[config.mk]
export PLATFORM = sky130hd
export DESIGN_NAME = c8x_alu
export DESIGN_NICKNAME = d
export VERILOG_FILES = /design/src/rtl/c8x_pkg.sv /design/src/rtl/c8x_alu.sv
export SDC_FILE = /design/constraint.sdc
export NUM_CORES = 1
export LEC_CHECK = 0
export ABC_CLOCK_PERIOD_IN_PS = 2000
export BUFFER_PORTS_ARGS = -buffer_cell sky130_fd_sc_hd__buf_4
export CORE_MARGIN = 2
export CORE_UTILIZATION = 39
export DETAILED_ROUTE_END_ITERATION = 6
export GPL_TIMING_DRIVEN = 1
export PLACE_DENSITY = 0.7
export SETUP_SLACK_MARGIN = 0.15
export SYNTH_ARGS = -nofsm -noshare
export SYNTH_HDL_FRONTEND = slang
export SYNTH_SLANG_ARGS = --single-unit
[constraint.sdc]
create_clock -name vclk -period 2
set_input_delay 0.1 -clock vclk [all_inputs]
set_output_delay 0.1 -clock vclk [all_outputs]
set_load 0.05 [all_outputs]
[src/rtl/c8x_pkg.sv]
// shared constants, codes and interface structs of the chip-8 subset executor
package c8x_pkg;

  // storage sizes
  localparam int MEMORY_BYTES = 4096;
  localparam int SCREEN_ROWS  = 32;
  localparam int ROW_BYTES    = 8;
  localparam int FRAME_BYTES  = SCREEN_ROWS * ROW_BYTES;
  localparam int MEM_AW       = $clog2(MEMORY_BYTES);
  localparam int ROW_W        = $clog2(SCREEN_ROWS);
  localparam int FR_AW        = ROW_W + 3;

  // stream widths
  localparam int IN_W  = 40;
  localparam int OUT_W = 40;

  // item kinds carried on in_tuser
  localparam logic [1:0] KIND_WR   = 2'd0;
  localparam logic [1:0] KIND_EXEC = 2'd1;
  localparam logic [1:0] KIND_RD   = 2'd2;

  // instruction families, top nibble
  localparam logic [3:0] OP_SYS = 4'h0;
  localparam logic [3:0] OP_JP  = 4'h1;
  localparam logic [3:0] OP_LD  = 4'h6;
  localparam logic [3:0] OP_ADD = 4'h7;
  localparam logic [3:0] OP_LDI = 4'hA;
  localparam logic [3:0] OP_DRW = 4'hD;

  localparam logic [15:0] CLS_WORD = 16'h00E0;
  localparam logic [11:0] PC_RESET = 12'd512;
  localparam logic [11:0] PC_STEP  = 12'd2;
  localparam logic [3:0]  FLAG_REG = 4'hF;

  // shared adder / subtractor
  typedef struct packed {
    logic        sub;
    logic [11:0] a;
    logic [11:0] b;
  } alu_req_t;

  typedef struct packed {
    logic        carry;  // a >= b on subtract
    logic [11:0] res;
  } alu_res_t;

  // main memory port
  typedef struct packed {
    logic              wr_en;
    logic              rd_en;
    logic [MEM_AW-1:0] addr;
    logic [7:0]        wr_data;
  } mem_req_t;

  // frame store port
  typedef struct packed {
    logic             clr;
    logic             wr_en;
    logic [FR_AW-1:0] wr_addr;
    logic [7:0]       wr_data;
    logic             rd_en;
    logic [FR_AW-1:0] rd_addr;
  } frm_req_t;

  // result word, first field highest
  typedef struct packed {
    logic        unsupported;
    logic [7:0]  frame_byte;
    logic        collision;
    logic [11:0] index_out;
    logic [11:0] program_counter_out;
  } res_t;

  localparam int RES_W = $bits(res_t);

endpackage

[src/rtl/c8x_alu.sv]
// shared 12-bit adder and subtractor
module c8x_alu (
  input  c8x_pkg::alu_req_t req,
  output c8x_pkg::alu_res_t res
);
  import c8x_pkg::*;

  logic [12:0] sum;

  // subtract as a + ~b + 1, carry out means no borrow
  assign sum = {1'b0, req.a} + {1'b0, (req.sub ? ~req.b : req.b)} + {12'd0, req.sub};
  assign res.res   = sum[11:0];
  assign res.carry = sum[12];

endmodule

==> results of run 1 <==
## per-stage QoR
step | cell area, um2 | TNS (ps)
2_1_floorplan | 797 | 0
3_3_place_gp | 1260 | -166
3_5_place_dp | 1260 | -369
4_1_cts | 1460 | -70.0
## kinds of logic after synthesis
logic type / count (synthesis)
AND/OR/NAND/NOR: 20
buffers and inverters: 6
XOR/XNOR: 20
multiplexers: 2
adder cells (fa/ha/maj): 12
AO/OA/AOI/OAI: 28
## repair_timing
action,in CTS
pin swaps,21
buffers inserted,7
setup endpoints to repair,8
resized for setup,33
==> impl_metrics.tcl, run 1 <==
set metrics [dict create \
    status "stopped before the end" \
    stop_stage "global routing (5_1_grt)" \
    error "[ERROR DPL-0033] detailed placement checks failed during check placement." \
    synth_compound_area_share_pct 29.8 \
    synth-xor-area-share_pct 25.7 \
    pre_cts_slack_ps -84.3 \
    dp.cells 165 \
    synthMuxAreaShare_pct 3.49 \
    syn-cell-area_um2 681 \
    synth_nets 125 \
    pin_count 38 \
    synth_cells 88 \
    placementRows 15 \
    synth_seq_area_share_pct 0 \
    synthAdderAreaFrac_pct 23.2 \
    worst_endpoint "res[7]" \
    worst-ep-kind "primary output" \
    synth.largest_area_cell "xor2_1" \
    portBuffers 38 \
    synth_area_leaders "xor2_1 21%, ha_1 20%, a21oi_1 5.9%" \
    start_util_pct 40.3 \
    synth_top_family_by_area "compound AO/OA/AOI/OAI gates" \
    synthSimpleGateAreaFrac_pct 14.3 \
    yosysWarnings 0 \
    antenna_found_initial 0 \
    synth_common_cells "16 x xor2_1, 11 x ha_1, 8 x a21oi_1, 5 x inv_1" \
    die_width_um 45.8 \
    cts_hold_buf 0 \
    synth_top_cell_area_share_pct 20.6 \
    gp_congestion 0.757 \
    synthesis.area_per_instance_um2 7.73 \
    place_hpwl_um 1780 \
    synth.most_common_cell "xor2_1" \
    die_h_um 45.8 \
    yosysUniqueCellTypes 30 \
    grt_max_degree 9 \
]
==> run 2, diff against run 1 <==
CORE_AREA = 2 2 63 65   (was default)
CORE_MARGIN = default   (was 2)
CORE_UTILIZATION = default   (was 39)
DIE_AREA = 0 0 65 67   (was default)
PLACE_DENSITY = default   (was 0.7)
PLACE_DENSITY_LB_ADDON = 0.15   (was default)
SETUP_SLACK_MARGIN = default   (was 0.15)
==> impl_metrics.tcl, run 2 <==
set metrics [dict create \
    status "finished, final reports clean" \
    slowest_stage "a2111oi_4" \
    crit_type "in2out" \
    synth_compound_area_share_pct 29.8 \
    synthToLayoutAreaGrowth_pct 107 \
    synth_area_leaders "xor2_1 21%, ha_1 20%, a21oi_1 5.9%" \
    synthMuxAreaShare_pct 3.49 \
    max_slew_margin_pct 79.7 \
    synth_nets 125 \
    synth.largest_area_cell "xor2_1" \
    setup_viol 0 \
    final.setup.tns_ps 0 \
    stdcell_count 197 \
    layout-drive-gt1-share_pct 63.1 \
    max-cap-violations 0 \
    drtIter0Drc 5 \
    hold_viol 0 \
    synth-xor-area-share_pct 25.7 \
    hold_path.class "in2out" \
    critPathCaptureType "output pin" \
    worst-endpoint-required_ps 1900 \
    grt_max_degree 9 \
    fillers 402 \
    synth.most_common_cell "xor2_1" \
    pin_count 38 \
    fmax_mhz 517 \
    overflow 0 \
    nClkBuffers 0 \
    worstMarginPinSlew_ps 305 \
    crit_top_cell "buf_4" \
    cp_top_family "compound AO/OA/AOI/OAI gates" \
    gp_congestion 0.805 \
    synth_cells 88 \
    finalWirelength_um 2170 \
    start_util_pct 18.9 \
    n_sequential_cell 0 \
    power_density_nw_per_um2 676 \
    peakVddDrop_mv 0.323 \
    synth_top_cell_area_share_pct 20.6 \
    p_leak_nw 0.658 \
    placementRows 22 \
    yosysUniqueCellTypes 30 \
    arrival_ps 1840 \
    nNetsFinal 188 \
    yosysWarnings 0 \
    rsz0062_at_grt "true" \
    period_share_pct 96.8 \
    viasPerCell 4.32 \
    drcViolationCount 0 \
    worstPathCellList "buf_4, xor2_2, buf_4, ha_1, a21oi_2, o21ai_2, a2111oi_4, nor2_1, o311a_1, buf_6" \
    fp.coreArea_um2 3610 \
    finalMaxSlewViolations 0 \
    synth_top_family_by_area "compound AO/OA/AOI/OAI gates" \
    grt_pass1_vias 816 \
    synthesis.area_per_instance_um2 7.73 \
    setup.worst_path.start_class "input port" \
    synthSimpleGateAreaFrac_pct 14.3 \
    synthAdderAreaFrac_pct 23.2 \
    dp.cells 195 \
    antennaDiodeCount 0 \
    routed-via-count 851 \
    grt_pass1_wl_um 3570 \
    final_common_cell "buf_4" \
    final_cell_mix "53 x buf_4, 11 x xor2_1, 7 x a21oi_1, 6 x ha_1, 6 x buf_6" \
    die_area_um2 4360 \
    grt_util_all_layers_pct 10.0 \
    die_h_um 67 \
    fin_crit_ps 1940 \
    synth_common_cells "16 x xor2_1, 11 x ha_1, 8 x a21oi_1, 5 x inv_1" \
    die_width_um 65 \
    synth_seq_area_share_pct 0 \
    portBuffers 38 \
    wl_per_cell_um 11.0 \
    antenna_found_initial 0 \
    cpPeakStageDelay_ps 350 \
    dr.pass1.iters 4 \
    syn-cell-area_um2 681 \
    regArea_um2 0 \
    critPathMaxFanout 3 \
    path_buf_inv 3 \
    ant_nets 0 \
    multi_input_area_um2 816 \
    place_hpwl_um 1820 \
]
run 2: what timing repair did:
action,CTS,global route
resized for setup,11,23
setup buffers,2,1
pin swaps,9,14
endpoints found under the hold margin,0,0
hold buffers,0,0
gates cloned,0,0
setup endpoints to repair,5,5
run 2: routing by layer:
layer / track usage, % / wire length, um
met1: 13.0 / 894
met4: 0 / 0
met2: 19.3 / 1170
met3: 0.338 / 111
met5: 0 / 0
run 2: stage by stage:
step	hold slack (ps)	cell area (um2)	utilization (%)	worst slack [ps]	power (mW)
floorplan	468	758	-	-68.1	0.593
global placement	534	1260	34.9	-94.1	0.870
detailed placement	536	1260	34.9	-92.3	0.872
CTS	539	1320	36.5	3.87	0.920
global route	543	1410	39.1	-40.7	1.02
finish	538	1410	39.1	64.6	0.953
run 2: worst paths after layout:
check,slack [ps],startpoint,to,depth (start not counted)
setup / recovery,60,req[1],res[7],10
hold / removal,540,req[12],res[0],3
run 2: where the power goes:
group / internal [mW] / switching, mW
Combinational: 0.407 / 0.545
Sequential: 0 / 0
Clock: 0 / 0
run 2: area by class of cell:
type	instances	area share, %
inverters	5	1.33
multi-input cells	82	57.9
well taps	48	4.26
repair buffers	62	36.6
run 2: logic make-up (layout without fill, tap and decap cells):
family	count (synthesis)	after routing
compound gates	28	28
xor+xnor	20	20
fa+ha+maj	12	12
buf+inv	6	67
mux	2	2
simple gates	20	20
Power figures use the tool's default switching activity.
