**config.mk**
```make
export PLATFORM = sky130hd
export DESIGN_NAME = c8x_frame
export DESIGN_NICKNAME = d
export VERILOG_FILES = /design/src/rtl/c8x_pkg.sv /design/src/rtl/c8x_frame.sv
export SDC_FILE = /design/constraint.sdc
export NUM_CORES = 2
export LEC_CHECK = 0
export ABC_AREA = 0
export BUFFER_PORTS_ARGS = -buffer_cell sky130_fd_sc_hd__buf_2
export CAP_MARGIN = 30
export CELL_PAD_IN_SITES_DETAIL_PLACEMENT = 1
export CELL_PAD_IN_SITES_GLOBAL_PLACEMENT = 2
export CORE_ASPECT_RATIO = 2
export CORE_UTILIZATION = 50
export DETAILED_ROUTE_END_ITERATION = 8
export GPL_ROUTABILITY_DRIVEN = 0
export PLACE_DENSITY_LB_ADDON = 0.3
export SLEW_MARGIN = 20
export SYNTH_ARGS = -nofsm -noshare
export SYNTH_HDL_FRONTEND = slang
export SYNTH_SLANG_ARGS = --single-unit
export TNS_END_PERCENT = 50
```
**constraint.sdc**
```tcl
create_clock -name clk -period 2.6 [get_ports clk]
set_input_delay 0.39 -clock clk [delete_from_list [all_inputs] [get_ports clk]]
set_output_delay 0.39 -clock clk [all_outputs]
set_load 0.02 [all_outputs]
```
**src/rtl/c8x_pkg.sv**
```systemverilog
// shared constants, codes and interface structs of the chip-8 subset executor
package c8x_pkg;

  // storage sizes
  localparam int MEMORY_BYTES = 4096;
  localparam int SCREEN_ROWS  = 32;
  localparam int ROW_BYTES    = 8;
  localparam int FRAME_BYTES  = SCREEN_ROWS * ROW_BYTES;
  localparam int MEM_AW       = $clog2(MEMORY_BYTES);
  localparam int ROW_W        = $clog2(SCREEN_ROWS);
  localparam int FR_AW        = ROW_W + 3;

  // stream widths
  localparam int IN_W  = 40;
  localparam int OUT_W = 40;

  // item kinds carried on in_tuser
  localparam logic [1:0] KIND_WR   = 2'd0;
  localparam logic [1:0] KIND_EXEC = 2'd1;
  localparam logic [1:0] KIND_RD   = 2'd2;

  // instruction families, top nibble
  localparam logic [3:0] OP_SYS = 4'h0;
  localparam logic [3:0] OP_JP  = 4'h1;
  localparam logic [3:0] OP_LD  = 4'h6;
  localparam logic [3:0] OP_ADD = 4'h7;
  localparam logic [3:0] OP_LDI = 4'hA;
  localparam logic [3:0] OP_DRW = 4'hD;

  localparam logic [15:0] CLS_WORD = 16'h00E0;
  localparam logic [11:0] PC_RESET = 12'd512;
  localparam logic [11:0] PC_STEP  = 12'd2;
  localparam logic [3:0]  FLAG_REG = 4'hF;

  // shared adder / subtractor
  typedef struct packed {
    logic        sub;
    logic [11:0] a;
    logic [11:0] b;
  } alu_req_t;

  typedef struct packed {
    logic        carry;  // a >= b on subtract
    logic [11:0] res;
  } alu_res_t;

  // main memory port
  typedef struct packed {
    logic              wr_en;
    logic              rd_en;
    logic [MEM_AW-1:0] addr;
    logic [7:0]        wr_data;
  } mem_req_t;

  // frame store port
  typedef struct packed {
    logic             clr;
    logic             wr_en;
    logic [FR_AW-1:0] wr_addr;
    logic [7:0]       wr_data;
    logic             rd_en;
    logic [FR_AW-1:0] rd_addr;
  } frm_req_t;

  // result word, first field highest
  typedef struct packed {
    logic        unsupported;
    logic [7:0]  frame_byte;
    logic        collision;
    logic [11:0] index_out;
    logic [11:0] program_counter_out;
  } res_t;

  localparam int RES_W = $bits(res_t);

endpackage

```
**src/rtl/c8x_frame.sv**
```systemverilog
// frame store with per-byte valid bits, unwritten bytes read as zero
module c8x_frame (
  input  logic              clk,
  input  logic              rst_n,
  input  c8x_pkg::frm_req_t req,
  output logic [7:0]        rd_data
);
  import c8x_pkg::*;

  logic [7:0]             mem_r [FRAME_BYTES];
  logic [FRAME_BYTES-1:0] vld_r;
  logic [7:0]             q_r;
  logic                   q_vld_r;

  always_ff @(posedge clk) begin
    if (!rst_n || req.clr) begin
      vld_r <= '0;
    end else if (req.wr_en) begin
      vld_r[req.wr_addr] <= 1'b1;
    end
  end

  always_ff @(posedge clk) begin
    if (req.wr_en) begin
      mem_r[req.wr_addr] <= req.wr_data;
    end
    if (req.rd_en) begin
      q_r     <= mem_r[req.rd_addr];
      q_vld_r <= vld_r[req.rd_addr];
    end
  end

  assign rd_data = q_vld_r ? q_r : 8'h00;

endmodule
```
==> results.yml <==
place:
  dpl_cell_area_mm2: 0.09744
  port_buffers: 36
  place_hpwl_mm: 183.1
route:
  num_vias: 49020
  wl_per_cell_um: 33.76
  drtAntennaViolNets: 0
  wl_mm: 266.7
  drc: 0
  dr.pass1.iters: 7
  drt_iter0_markers: 4554
  post_drt_via_cell_ratio: 6.204
clock_tree:
  clk_latency_ns: 0.85
  cts_post_setup_buffers_inserted: 0
  clockBufferDepth: 4
  cts_tree: "done"
  clkTransAtPathRegs_ns: 0.07
  cts_buffers: 201
  cts.sinks: 2313
  root_buffer: "clkbuf_16"
  h-tree-depth: 4
global_routing:
  grt_first_pass_wirelength_mm: 379.8
  grt_antenna_before_repair: 7
  grt_pass1_vias: 53000
  grt_usage: 0.3000
  grt_max_degree: 95
  overflow: 0
synthesis:
  synth_simple_gate_area_share: 0.04153
  synth_warnings: 0
  synth_top_family_by_area: "multiplexers"
  yosys.area.top_type: "edfxtp_1"
  synth_cell_types: 51
  syn_area_mm2: 0.08882
  synth.area.top_cells: "edfxtp_1, mux4_2, dfxtp_1, nor2_1, mux2i_1"
  synth_most_common_cell: "edfxtp_1"
  yosys-top-cells-count: "edfxtp_1, nor2_1, mux4_2"
  synth-edff-count: 2057
  synthArstFlopShare: 0
  synthFlopType: "edfxtp_1"
  synthAdderAreaFrac: 0
  synth-compound-area-share: 0.04357
  avgSynthCellArea_um2: 18.89
  muxShareOfSynthArea: 0.1437
  synth_nets: 4730
  netlist_instances: 4701
  synthXorXnorAreaFrac: 0
  ys_ff_latch: 2313
  ys_seq_area_frac: 0.7531
  yosysTopAreaCellShare: 0.6954
power:
  combPwrFrac: 0.059
  p_seq_frac: 0.535
  power_density_mw_per_mm2: 725.6
  clockPowerShare: 0.405
  switching_share: 0.2156
  internal-power_mw: 59.35
  vdd_drop_max_mv: 0.6017
  p_total_mw: 75.65
  p_switching_mw: 16.31
  power.leakage_nw: 34.32
floorplanning:
  die_y_um: 598.1
  initial_core_util: 0.5033
  dieArea_mm2: 0.1794
  io_pins: 37
  core_mm2: 0.1765
  rows: 218
  fp.dieW_um: 300.0
worst_setup_path:
  slowest_stage: "mux4_2"
  crit_type: "primary input to flip-flop"
  reg2reg_setup_slack_ns: 0.01
  crit_arrival_ns: 3.26
  cp_data_required_time_ns: 3.17
  crit_fanout: 13
  r2r-start: "mem_r[31][3]"
  worst_setup_path_start_kind: "primary input"
  crit_path_frequent_cell: "buf_4"
  cp_num_buf_inv: 5
  r2r_end: "q_r[3]"
  crit_chain: "buf_8 -> buf_12 -> buf_4 -> buf_4 -> mux4_2 -> o21ai_0 -> nand4_1 -> nor4b_4 -> buf_4 -> nor4_1"
  reg2reg_depth: 9
  slowest_delay_ns: 0.53
  endpoint_kind: "flip-flop"
  crit_family: "buffers and inverters"
worst_hold_path:
  worstHoldPathCells: 1
  whs_endpoint: "mem_r[107][1]"
  holdCritStartpoint: "req[10]"
  hp-class: "primary input to flip-flop"
finish:
  fillCellCount: 15190
  multiInputGateArea_mm2: 0.02053
  syn2layout_area_growth_pct: 17.39
  stdcell_area_mm2: 0.1043
  regArea_mm2: 0.06689
  utilization: 0.5908
  nets: 5445
  drive_above_1_share: 0.2970
timing:
  setup_ws_ns: -0.08608
  final_hold_viol_count: 0
  tightest_slew_ns: 0.8661
  setup_viol: 3
  grt_setup_unrepaired: "yes"
  skew_ns: 0.06271
  slew_headroom: 0.4208
  slew_violations: 0
  fin_crit_sh: 1.033
  fmaxAchievable_mhz: 372.3
  fin_crit_ns: 2.686
outcome:
  violations: "negative setup slack"
  status: "finished, violations left"
flow_run:
  drv_cap: 0
sequential cells by signal, summed over array words and instances, names as in the netlist:
name and count:
mem_r 2048, vld_r 256, q_r 8, q_vld_r 1
power by group through the flow:
stage | clock network [mW] | logic [mW] | registers, mW
2_1_floorplan | 0 | 1.95 | 41.3
3_3_place_gp | 0 | 4.32 | 41.3
3_5_place_dp | 0 | 4.43 | 41.3
4_1_cts | 31.1 | 4.47 | 40.5
5_1_grt | 32.1 | 4.62 | 40.5
6_report | 30.7 | 4.50 | 40.5
stage by stage:
stage               setup slack (ns)  hold WS [ns]  TNS (ns)  cells
finish                      -0.08608       0.07925   -0.1636   7901
global route                -0.02701       0.06745  -0.02701   7893
detailed placement            -1.240        0.4573    -8.849   7522
CTS                         -0.04807       0.03041  -0.04807   7892
floorplan                     0.1696        0.4348         0   4701
global placement              -1.750        0.4431    -10.30   7519
cells by family after synthesis:
family,Yosys count
muxes,676
DFF,2313
buffers and inverters,295
and+or+nand+nor,899
AOI/OAI and AO/OA,518
area by class of cell:
cell class | instances | area share
diodes | 9 | 0.0002160
clock buffers | 281 | 0.05464
clock inverters | 88 | 0.009300
inverters | 5 | 0.0001800
multi-input cells | 2093 | 0.1969
flip-flops and latches | 2313 | 0.6416
well taps | 2310 | 0.02772
repair buffers | 802 | 0.06944
how the worst max path moves through the flow:
stage	slack [ns]	end	depth (start not counted)	start
after detailed placement	-1.24	q_r[5]	10	req[0]
after global placement	-1.75	q_r[3]	11	req[0]
after floorplan	0.17	q_r[1]	8	req[0]
final	-0.09	q_r[5]	10	req[0]
after CTS	-0.05	q_r[3]	9	mem_r[31][3]
after global routing	-0.03	q_r[5]	8	mem_r[83][5]
cells in the final DEF, fill, tap and decap left out, drive strengths merged, types with 2 or more instances in the layout:
cell type / count
nand3: 24
a21boi: 24
a31oi: 2
diode: 9
nor4: 19
o21ba: 30
nor3: 9
mux4: 479
inv: 13
nand4: 19
a21oi: 62
nor2b: 15
clkbuf: 290
dfxtp: 256
o311ai: 3
clkinv: 51
nand2b: 6
a221oi: 34
edfxtp: 2057
mux2i: 196
nor2: 732
clkinvlp: 11
and2: 13
a22o: 21
nor4b: 8
a211oi: 31
buf: 791
and3b: 2
o22ai: 18
o32ai: 18
nand2: 45
a22oi: 177
o221ai: 41
or2: 2
o21ai: 26
o211ai: 27
bufinv: 18
layer usage:
layer  GRT usage  wire length (um)
met1      0.3225             88710
met2      0.5461            143700
met3     0.03702             13330
met4      0.2053             20900
met5           0                32
worst register-to-register path, cell delays in order (launching register included):
cell,delay (ns)
edfxtp_1,0.38
mux4_2,0.49
a22oi_2,0.29
a21oi_1,0.18
nor2_2,0.18
buf_4,0.14
nor4b_2,0.23
clkbuf_4,0.27
buf_4,0.15
nor4_1,0.05
repair_timing:
action                     4_1_cts  5_1_grt
gates resized for setup         17        8
setup endpoints to repair        8        5
pin swaps                        0        1
hold endpoints to repair         6        0
hold buffers                     1        0
(Power assumes the default switching activity.)
